File: src/assert_macros.svh
// Assertion macros used by the converter RTL.
`ifndef ASSERT_MACROS_SVH
`define ASSERT_MACROS_SVH

// Same-cycle implication, disabled during reset.
`define ASSERT_IMPLIES(label, clk, rst, ante, cons, msg) \
   label: assert property (@(posedge clk) disable iff (rst) (ante) |-> (cons)) \
      else $error(msg);

// Next-cycle implication, disabled during reset.
`define ASSERT_NEXT(label, clk, rst, ante, cons, msg) \
   label: assert property (@(posedge clk) disable iff (rst) (ante) |=> (cons)) \
      else $error(msg);

`endif

File: src/rgb2hsv_pkg.sv
// Types, constants and the divider step function of the RGB to HSV converter.
`timescale 1ns / 1ps

package rgb2hsv_pkg;

   localparam int CHAN_W     = 8;
   localparam int HUE_W      = 15;
   localparam int SAT_W      = 16;
   localparam int QUOT_W     = 16;
   localparam int NUM_W      = CHAN_W + QUOT_W;
   localparam int DIV_STEPS  = 4;
   localparam int DIV_STAGES = QUOT_W / DIV_STEPS;
   localparam int PIPE_DEPTH = DIV_STAGES + 3;

   localparam int HUE_SIXTH = 3840;
   localparam int SAT_SCALE = 65535;

   localparam logic [HUE_W-1:0] HUE_FULL      = HUE_W'(23040);
   localparam logic [HUE_W-1:0] HUE_GREEN_OFS = HUE_W'(7680);
   localparam logic [HUE_W-1:0] HUE_BLUE_OFS  = HUE_W'(15360);

   typedef enum logic [1:0] {
      SECTOR_RED   = 2'd0,
      SECTOR_GREEN = 2'd1,
      SECTOR_BLUE  = 2'd2
   } sector_type;

   typedef struct packed {
      logic [CHAN_W-1:0] rem;
      logic [QUOT_W-1:0] lo;
   } div_state_type;

   typedef struct packed {
      logic [CHAN_W-1:0]        mx;
      logic [CHAN_W-1:0]        range;
      sector_type               sector;
      logic signed [CHAN_W:0]   diff;
   } prep_type;

   typedef struct packed {
      logic [CHAN_W-1:0] mx;
      logic [CHAN_W-1:0] range;
      sector_type        sector;
      logic              neg;
      div_state_type     hue;
      div_state_type     sat;
   } work_type;

   typedef struct packed {
      logic [HUE_W-1:0]  hue_q;
      logic [SAT_W-1:0]  sat_q;
      logic [CHAN_W-1:0] val_q;
   } out_type;

   // Advance a restoring division by DIV_STEPS quotient bits.
   function automatic div_state_type div_steps(input div_state_type st,
                                               input logic [CHAN_W-1:0] divisor);
      div_state_type     s;
      logic [CHAN_W:0]   t;
      s = st;
      for (int i = 0; i < DIV_STEPS; i++) begin
         t = {s.rem, s.lo[QUOT_W-1]};
         if (t >= {1'b0, divisor}) begin
            s.rem = CHAN_W'(t - {1'b0, divisor});
            s.lo  = {s.lo[QUOT_W-2:0], 1'b1};
         end else begin
            s.rem = t[CHAN_W-1:0];
            s.lo  = {s.lo[QUOT_W-2:0], 1'b0};
         end
      end
      return s;
   endfunction

endpackage

File: src/rgb2hsv_if.sv
// Pixel and result channel interfaces of the RGB to HSV converter.
`timescale 1ns / 1ps

interface rgb2hsv_req_if;
   logic                            valid;
   logic                            ready;
   logic [rgb2hsv_pkg::CHAN_W-1:0]  red;
   logic [rgb2hsv_pkg::CHAN_W-1:0]  green;
   logic [rgb2hsv_pkg::CHAN_W-1:0]  blue;

   modport source (output valid, red, green, blue, input ready);
   modport sink (input valid, red, green, blue, output ready);
endinterface

interface rgb2hsv_rsp_if;
   logic                            valid;
   logic                            ready;
   logic [rgb2hsv_pkg::HUE_W-1:0]   hue_q;
   logic [rgb2hsv_pkg::SAT_W-1:0]   sat_q;
   logic [rgb2hsv_pkg::CHAN_W-1:0]  val_q;

   modport source (output valid, hue_q, sat_q, val_q, input ready);
   modport sink (input valid, hue_q, sat_q, val_q, output ready);
endinterface

File: src/rgb_to_hsv_converter.sv
// RGB to HSV converter: pipelined max/min, two restoring dividers, hue assembly.
//
// req_chan carries one RGB pixel of three 8-bit channels per transfer; rsp_chan returns one
// result per pixel, in order: hue_q (1/64 degree), sat_q (1/65535) and val_q.
// Both channels transfer when valid and ready are high at a rising edge.
// From the pixel transfer to rsp_chan.valid a pixel passes one stage
// for max/min, one for the dividends, four divider stages retiring four
// quotient bits each for hue and saturation in parallel, and the output
// register that assembles the hue. Throughput is one pixel per cycle while not stalled.
// When rsp_chan.ready is low with a result waiting, every stage holds,
// empty ones included, and req_chan.ready drops, so no pixel is lost or
// repeated. Synchronous reset clears all valid bits; the pipeline is empty
// and ready in the first cycle after reset.
`timescale 1ns / 1ps
`include "assert_macros.svh"

module rgb_to_hsv_converter (
   input logic           clock,
   input logic           reset,
   rgb2hsv_req_if.sink   req_chan,
   rgb2hsv_rsp_if.source rsp_chan
);

   localparam int LAST = rgb2hsv_pkg::PIPE_DEPTH - 1;
   localparam int NDIV = rgb2hsv_pkg::DIV_STAGES;

   logic [rgb2hsv_pkg::PIPE_DEPTH-1:0] vld_ff;
   logic [rgb2hsv_pkg::PIPE_DEPTH-1:0] vld_in;
   logic                               advance;

   rgb2hsv_pkg::prep_type prep_ff;
   rgb2hsv_pkg::prep_type prep_in;
   rgb2hsv_pkg::work_type work_ff [NDIV+1];
   rgb2hsv_pkg::work_type work_in [NDIV+1];
   rgb2hsv_pkg::out_type  out_ff;
   rgb2hsv_pkg::out_type  out_in;

   assign advance        = !vld_ff[LAST] || rsp_chan.ready;
   assign req_chan.ready = advance;

   always_comb begin
      vld_in = vld_ff;
      if (advance) begin
         vld_in = {vld_ff[LAST-1:0], req_chan.valid};
      end
   end

   always_ff @(posedge clock) begin
      if (reset) begin
         vld_ff <= '0;
      end else begin
         vld_ff <= vld_in;
      end
   end

   // max, min, range and the channel pair that picks the hue formula
   always_comb begin
      logic [rgb2hsv_pkg::CHAN_W-1:0] mx;
      logic [rgb2hsv_pkg::CHAN_W-1:0] mn;
      mx = req_chan.red;
      if (req_chan.green > mx) mx = req_chan.green;
      if (req_chan.blue > mx) mx = req_chan.blue;
      mn = req_chan.red;
      if (req_chan.green < mn) mn = req_chan.green;
      if (req_chan.blue < mn) mn = req_chan.blue;
      prep_in.mx    = mx;
      prep_in.range = mx - mn;
      if (mx == req_chan.red) begin
         prep_in.sector = rgb2hsv_pkg::SECTOR_RED;
         prep_in.diff   = $signed({1'b0, req_chan.green}) - $signed({1'b0, req_chan.blue});
      end else if (mx == req_chan.green) begin
         prep_in.sector = rgb2hsv_pkg::SECTOR_GREEN;
         prep_in.diff   = $signed({1'b0, req_chan.blue}) - $signed({1'b0, req_chan.red});
      end else begin
         prep_in.sector = rgb2hsv_pkg::SECTOR_BLUE;
         prep_in.diff   = $signed({1'b0, req_chan.red}) - $signed({1'b0, req_chan.green});
      end
   end

   // dividends and divider stages
   always_comb begin
      logic [rgb2hsv_pkg::CHAN_W:0]  mag;
      logic [rgb2hsv_pkg::NUM_W-1:0] hue_num;
      logic [rgb2hsv_pkg::NUM_W-1:0] sat_num;
      mag = prep_ff.diff[rgb2hsv_pkg::CHAN_W] ? (~prep_ff.diff + 1'b1) : prep_ff.diff;
      hue_num = rgb2hsv_pkg::NUM_W'(mag[rgb2hsv_pkg::CHAN_W-1:0])
              * rgb2hsv_pkg::NUM_W'(rgb2hsv_pkg::HUE_SIXTH);
      sat_num = rgb2hsv_pkg::NUM_W'(prep_ff.range)
              * rgb2hsv_pkg::NUM_W'(rgb2hsv_pkg::SAT_SCALE);
      work_in[0].mx      = prep_ff.mx;
      work_in[0].range   = prep_ff.range;
      work_in[0].sector  = prep_ff.sector;
      work_in[0].neg     = prep_ff.diff[rgb2hsv_pkg::CHAN_W];
      work_in[0].hue.rem = hue_num[rgb2hsv_pkg::NUM_W-1:rgb2hsv_pkg::QUOT_W];
      work_in[0].hue.lo  = hue_num[rgb2hsv_pkg::QUOT_W-1:0];
      work_in[0].sat.rem = sat_num[rgb2hsv_pkg::NUM_W-1:rgb2hsv_pkg::QUOT_W];
      work_in[0].sat.lo  = sat_num[rgb2hsv_pkg::QUOT_W-1:0];
      for (int k = 1; k <= NDIV; k++) begin
         work_in[k]     = work_ff[k-1];
         work_in[k].hue = rgb2hsv_pkg::div_steps(work_ff[k-1].hue, work_ff[k-1].range);
         work_in[k].sat = rgb2hsv_pkg::div_steps(work_ff[k-1].sat, work_ff[k-1].mx);
      end
   end

   // hue assembly: floor of a negative ratio is minus the ceiling of its magnitude
   always_comb begin
      logic [rgb2hsv_pkg::HUE_W-1:0] quot;
      logic [rgb2hsv_pkg::HUE_W-1:0] quot_up;
      logic [rgb2hsv_pkg::HUE_W-1:0] hue;
      quot    = work_ff[NDIV].hue.lo[rgb2hsv_pkg::HUE_W-1:0];
      quot_up = quot + rgb2hsv_pkg::HUE_W'(work_ff[NDIV].hue.rem != '0);
      case (work_ff[NDIV].sector)
         rgb2hsv_pkg::SECTOR_RED: begin
            hue = work_ff[NDIV].neg ? (rgb2hsv_pkg::HUE_FULL - quot_up) : quot;
         end
         rgb2hsv_pkg::SECTOR_GREEN: begin
            hue = work_ff[NDIV].neg ? (rgb2hsv_pkg::HUE_GREEN_OFS - quot_up)
                                    : (rgb2hsv_pkg::HUE_GREEN_OFS + quot);
         end
         rgb2hsv_pkg::SECTOR_BLUE: begin
            hue = work_ff[NDIV].neg ? (rgb2hsv_pkg::HUE_BLUE_OFS - quot_up)
                                    : (rgb2hsv_pkg::HUE_BLUE_OFS + quot);
         end
         default: begin
            hue = '0;
         end
      endcase
      if (work_ff[NDIV].range == '0) begin
         hue = '0;
      end
      out_in.hue_q = hue;
      out_in.sat_q = (work_ff[NDIV].mx == '0) ? '0 : work_ff[NDIV].sat.lo;
      out_in.val_q = work_ff[NDIV].mx;
   end

   always_ff @(posedge clock) begin
      if (advance) begin
         prep_ff <= prep_in;
         for (int k = 0; k <= NDIV; k++) begin
            work_ff[k] <= work_in[k];
         end
         out_ff <= out_in;
      end
   end

   assign rsp_chan.valid = vld_ff[LAST];
   assign rsp_chan.hue_q = out_ff.hue_q;
   assign rsp_chan.sat_q = out_ff.sat_q;
   assign rsp_chan.val_q = out_ff.val_q;

   `ASSERT_NEXT(a_transfer_enters, clock, reset, req_chan.valid && req_chan.ready, vld_ff[0], "accepted pixel did not enter the pipeline")
   `ASSERT_IMPLIES(a_hue_range, clock, reset, rsp_chan.valid, rsp_chan.hue_q < rgb2hsv_pkg::HUE_FULL, "hue out of range")
   `ASSERT_IMPLIES(a_black_pixel, clock, reset, rsp_chan.valid && (rsp_chan.val_q == '0), (rsp_chan.sat_q == '0) && (rsp_chan.hue_q == '0), "black pixel with nonzero hue or saturation")
   `ASSERT_IMPLIES(a_gray_pixel, clock, reset, rsp_chan.valid && (rsp_chan.sat_q == '0), rsp_chan.hue_q == '0, "gray pixel with nonzero hue")

endmodule
File: src/flat_wrapper.sv
// flat-port wrapper written by rule: the top's interface ports become plain ports
module rgb_to_hsv_converter_flat 
  (clock, reset, req_chan_valid, req_chan_red, req_chan_green, req_chan_blue, req_chan_ready, rsp_chan_valid, rsp_chan_hue_q, rsp_chan_sat_q, rsp_chan_val_q, rsp_chan_ready);
  rgb2hsv_req_if req_chan_i ();
  rgb2hsv_rsp_if rsp_chan_i ();
  input logic clock;
  input logic reset;
  input wire logic [$bits(req_chan_i.valid)-1:0] req_chan_valid;
  input wire logic [$bits(req_chan_i.red)-1:0] req_chan_red;
  input wire logic [$bits(req_chan_i.green)-1:0] req_chan_green;
  input wire logic [$bits(req_chan_i.blue)-1:0] req_chan_blue;
  output wire logic [$bits(req_chan_i.ready)-1:0] req_chan_ready;
  output wire logic [$bits(rsp_chan_i.valid)-1:0] rsp_chan_valid;
  output wire logic [$bits(rsp_chan_i.hue_q)-1:0] rsp_chan_hue_q;
  output wire logic [$bits(rsp_chan_i.sat_q)-1:0] rsp_chan_sat_q;
  output wire logic [$bits(rsp_chan_i.val_q)-1:0] rsp_chan_val_q;
  input wire logic [$bits(rsp_chan_i.ready)-1:0] rsp_chan_ready;
  assign req_chan_i.valid = req_chan_valid;
  assign req_chan_i.red = req_chan_red;
  assign req_chan_i.green = req_chan_green;
  assign req_chan_i.blue = req_chan_blue;
  assign req_chan_ready = req_chan_i.ready;
  assign rsp_chan_valid = rsp_chan_i.valid;
  assign rsp_chan_hue_q = rsp_chan_i.hue_q;
  assign rsp_chan_sat_q = rsp_chan_i.sat_q;
  assign rsp_chan_val_q = rsp_chan_i.val_q;
  assign rsp_chan_i.ready = rsp_chan_ready;
  rgb_to_hsv_converter u_core (.clock(clock), .reset(reset), .req_chan(req_chan_i), .rsp_chan(rsp_chan_i));
endmodule
File: config.mk
export PLATFORM = sky130hd
export DESIGN_NAME = rgb_to_hsv_converter_flat
export DESIGN_NICKNAME = d
export VERILOG_FILES = /design/src/rgb2hsv_pkg.sv /design/src/rgb2hsv_if.sv /design/src/rgb_to_hsv_converter.sv /design/src/flat_wrapper.sv
export VERILOG_INCLUDE_DIRS = /design/src /design/src/src
export SDC_FILE = /design/constraint.sdc
export NUM_CORES = 1
export LEC_CHECK = 0
export BUFFER_PORTS_ARGS = -buffer_cell sky130_fd_sc_hd__buf_4
export CAP_MARGIN = 5
export CORE_MARGIN = 4
export CORE_UTILIZATION = 55
export DETAILED_ROUTE_END_ITERATION = 16
export PLACE_DENSITY = 0.74
export SETUP_SLACK_MARGIN = 0.5
export SLEW_MARGIN = 40
export SYNTH_ARGS = -nofsm -noshare
export SYNTH_HDL_FRONTEND = slang
export SYNTH_SLANG_ARGS = --single-unit
File: constraint.sdc
create_clock -name clock -period 18.7 [get_ports clock]
set_clock_uncertainty 0.2 [all_clocks]
set_input_delay 1.87 -clock clock [delete_from_list [all_inputs] [get_ports clock]]
set_output_delay 1.87 -clock clock [all_outputs]
set_load 0.01 [all_outputs]
After elaboration in Yosys (flattened, before gate mapping)
Memory sizes are Yosys's and may differ from the RTL's.
Cells that the tools add are included.

word-level totals
  bits in registers = 73
  bits in writable memories = 335
  bits of input ports = 28
  output and inout port bits = 41
  word-level logic and storage cells = 146
  memories kept = 1

memory list
  name            depth  bits a word  read ports  clocked after Yosys merged registers in  wr ports  RTL line                    RTL
  u_core.work_ff  5      67           5           0                                        5         rgb_to_hsv_converter.sv:33  rgb2hsv_pkg::work_type work_ff [NDIV+1];

cells by class
  $add $sub $neg = 43
  multiply operators = 2
  $lt $le $gt $ge = 36
  equality and inequality tests = 4
  muxes and demuxes = 45
  bitwise gates (word level) = 1
  reductions and logical operators = 6

operator list
  kind                      count
  $mux W24                  32
  $ge A9 B8 Y1              32
  $sub A8 B8 Y8             33
  $mux W15                  3
  $pmux W15 S3              1
  $mux W8                   5
  $sub A8 B8 Y9             3
  $mul A8 B16 Y24 const B   1
  $eq A8 B8 Y1              2
  $gt A8 B8 Y1              2
  $logic_not A8 Y1          2
  $lt A8 B8 Y1              2
  $add A13 B15 Y15 const A  1
  $add A14 B15 Y15 const A  1
  $add A15 B1 Y15           1
  $sub A13 B15 Y15 const A  1
  $sub A14 B15 Y15 const A  1
  $sub A15 B15 Y15 const A  1
  $mul A8 B4 Y12 const B    1
  $mux W11                  1
  $mux W9                   1
  $add A8 B1 Y8 const B     1
  $not A8 Y8                1
  $reduce_bool A8 Y1        1
  6 further kinds           7

Longest topological paths before layout
An unclocked memory read counts as a cell.

  depth in word-level cells = 9
  gate-level depth with buffers = 43

Worst setup path before layout
Ideal clock, no wire load.

  path kind = input -> output
  start point = in rsp_chan_ready
  end point = out req_chan_ready
  arrival time = 8.996 ns
  slack = 7.634 ns
  cell stages on the path = 3
  buffers on the path = 1
  cells stage by stage = nor2b_1 > clkbuf_1 > inv_1

on the way
  longest elaborated chain between the ends = 1

ends and longest elaborated chain
  element             RTL line                    RTL
  from (decl)         flat_wrapper.sv:17          input wire logic [$bits(rsp_chan_i.ready)-1:0] rsp_chan_ready;
  $logic_or A1 B1 Y1  rgb_to_hsv_converter.sv:38  assign advance = !vld_ff[LAST] || rsp_chan.ready;
  to (decl)           flat_wrapper.sv:12          output wire logic [$bits(req_chan_i.ready)-1:0] req_chan_ready;

Every way passes these cells.

==> qor.csv <==
stage,metric,value,unit
cts,clockRootBuffer,clkbuf_16,
route,drcViolationCount,0,
yosys,synth_fp_nets,3519,
yosys,synthesis.area,0.0307,mm^2
timing,slew_viol_final,0,
setup_path,critPathTopFamily,compound AO/OA/AOI/OAI gates,
global_route,grt_max_degree,105,
cts,cts_tree,built,
placement,hpwl,54200,um
route,wire_per_inst,17.9,um
final_layout,synthToLayoutAreaGrowth,8.80,%
yosys,yosysTopAreaCell,edfxtp_1,
route,wl,69900,um
global_route,grt_pass1_vias,22825,
floorplan,die-area,0.0596,mm^2
timing,finalCriticalPeriod,10390,ps
setup_path,cp_num_buf_inv,3,
setup_path,end_kind,flip-flop,
floorplan,die_w,244,um
final_layout,num_antenna_cells,0,
cts,clk_pin_slew_worst_paths,60,ps
route,antenna_left,0,
yosys,async_flop_share,0,%
final_layout,final_cell_area,0.0334,mm^2
setup_path,critPathMaxFanout,18,
placement,io_buffers,68,
yosys,yosysWarnings,0,
timing,setup_viol,0,
timing,rsz0062_at_grt,no,
yosys,synth_ff_type,edfxtp_1,
route,highest_layer,met4,
final_layout,register_area,0.0107,mm^2
yosys,netlist_top_cells_area,"edfxtp_1, ha_1, fa_1",
global_route,grt-ovfl-total,0,
timing,setup-tns-final,0,ps
cts,cts_hold_buf,0,
flow_run,timing.max_cap.violations,0,
yosys,syn_area_per_cell,10.0,um^2
global_route,antenna_found_initial,0,
route,vias,23179,
status,status,"complete, no violations",
timing,tightest_slew,806,ps
setup_path,start_kind,flip-flop,
cts,clock_latency,580,ps
setup_path,cpMaxStageDelayCell,edfxtp_1,
route,firstDrtPassIters,6,
final_layout,fillers,4606,
route,dr_wl_met2,32500,um
cts,clockBufferDepth,3,
yosys,yosysUniqueCellTypes,104,
setup_path,crit_type,reg2reg,
timing,relSlewSlack,45.8,%
route,met3WireLength,3340,um
floorplan,core,0.0552,mm^2
final_layout,nets,3583,
placement,post_dp_cell_area,0.0320,mm^2
route,routedLengthMet1,32400,um
yosys,synth_edf_count,353,
yosys,synth_commonest_cells,"ha_1, edfxtp_1, inv_1",
setup_path,cp_slowest_stage_delay,470,ps
global_route,grt_pass1_wl,114000,um
cts,postCtsResizedCells,0,
cts,cts-htree-levels,2,
timing,min_period_over_period,55.5,%
setup_path,worst_ep_arrival_time,10480,ps
final_layout,layout-drive-gt1-share,9.90,%
cts,cts_buffers,41,
cts,cts.sinks,360,
route,vias_per_cell,5.93,
cts,cts_setup_buffers,0,
setup_path,cpMostUsedCell,a21oi_1,
final_layout,multi_input_area,0.0186,mm^2
route,drtIter0Drc,1731,
floorplan,fp.dieH,244,um
yosys,yosysMostFrequentCell,ha_1,
hold_path,hold_path_class,reg2reg,
yosys,yosysSeqAreaShare,35.0,%
floorplan,start_util,55.6,%
global_route,grt.total_usage,22.9,%
floorplan,rows,86,
timing,finalHoldViolations,0,
placement,place_congestion,0.935,
yosys,synth.top_cell.area_share,34.5,%
timing,fmaxAchievable,96.3,MHz
setup_path,required,18800,ps
floorplan,boundaryPins,69,
yosys,synth_cells,3064,
yosys,synth_seq_cells,360,
## layout make-up
| cell class | count | area share (%) |
|---|---|---|
| clock inverters | 27 | 0.915 |
| flip-flops and latches | 360 | 32.2 |
| inverters | 311 | 3.52 |
| well taps | 748 | 2.80 |
| repair buffers | 75 | 1.79 |
| clock buffers | 49 | 3.22 |
| multi-input cells | 2339 | 55.6 |
## cell families (layout without fill, tap and decap cells)
kind of cell               Yosys count  in the layout  synth area share (%)
DFF                                360            360                  35.0
adders and majority gates          429            429                  19.2
AOI/OAI and AO/OA                  728            728                  15.9
xor gates and xnor gates           239            239                  6.85
muxes                              150            150                  5.28
and+or+nand+nor                    793            793                  13.1
buffers and inverters              365            462                  4.59
## sequential cells by signal, summed over array words and instances, names as in the netlist
| register | flops |
|---|---|
| u_core.prep_ff | 27 |
| u_core.rsp_chan.hue_q | 15 |
| u_core.work_ff | 287 |
| u_core.rsp_chan.val_q | 8 |
| u_core.vld_ff | 7 |
| u_core.rsp_chan.sat_q | 16 |
## per-stage QoR
step | setup slack (ps) | util (%) | hold WS, ps | instances
detailed placement | 8430 | 58.0 | 205 | 3832
floorplan | 7630 | - | 200 | 3064
global placement | 8730 | 57.9 | 202 | 3831
finish | 8310 | 60.5 | 186 | 3909
CTS | 8390 | 60.5 | 194 | 3908
global route | 7290 | 60.5 | 203 | 3909
## metal layers
metal | up-vias | GRT usage [%]
li1 | 11327 | -
met1 | 11131 | 32.1
met5 | - | 0
met4 | 0 | 6.40
met2 | 620 | 38.0
met3 | 101 | 2.35
## worst paths after layout
check / start / end / slack (ps) / depth (start not counted)
setup / recovery: u_core.work_ff[0][119]$_DFFE_PP_ / u_core.work_ff[0][175]$_DFFE_PP_ / 8310 / 39
hold / removal: u_core.work_ff[0][9]$_DFFE_PP_ / u_core.work_ff[0][80]$_DFFE_PP_ / 190 / 0
setup reg to reg: u_core.work_ff[0][119]$_DFFE_PP_ / u_core.work_ff[0][175]$_DFFE_PP_ / 8310 / 39
hold reg to reg: u_core.work_ff[0][9]$_DFFE_PP_ / u_core.work_ff[0][80]$_DFFE_PP_ / 190 / 0
## placed cells by master (no fill, tap or decap), drive strengths merged, types with 55 or more instances in the layout
cell type / n
edfxtp: 353
fa: 71
xor2: 93
mux2: 89
mux2i: 61
xnor2: 146
a21oi: 197
nor3: 80
a21o: 66
nand3: 55
buf: 75
nand2: 146
ha: 356
inv: 317
o21ai: 163
nor2b: 66
o21a: 56
nor2: 204
Power is not shown: default switching activity piles up to over one toggle a cycle in this logic, so the estimate is an artifact.
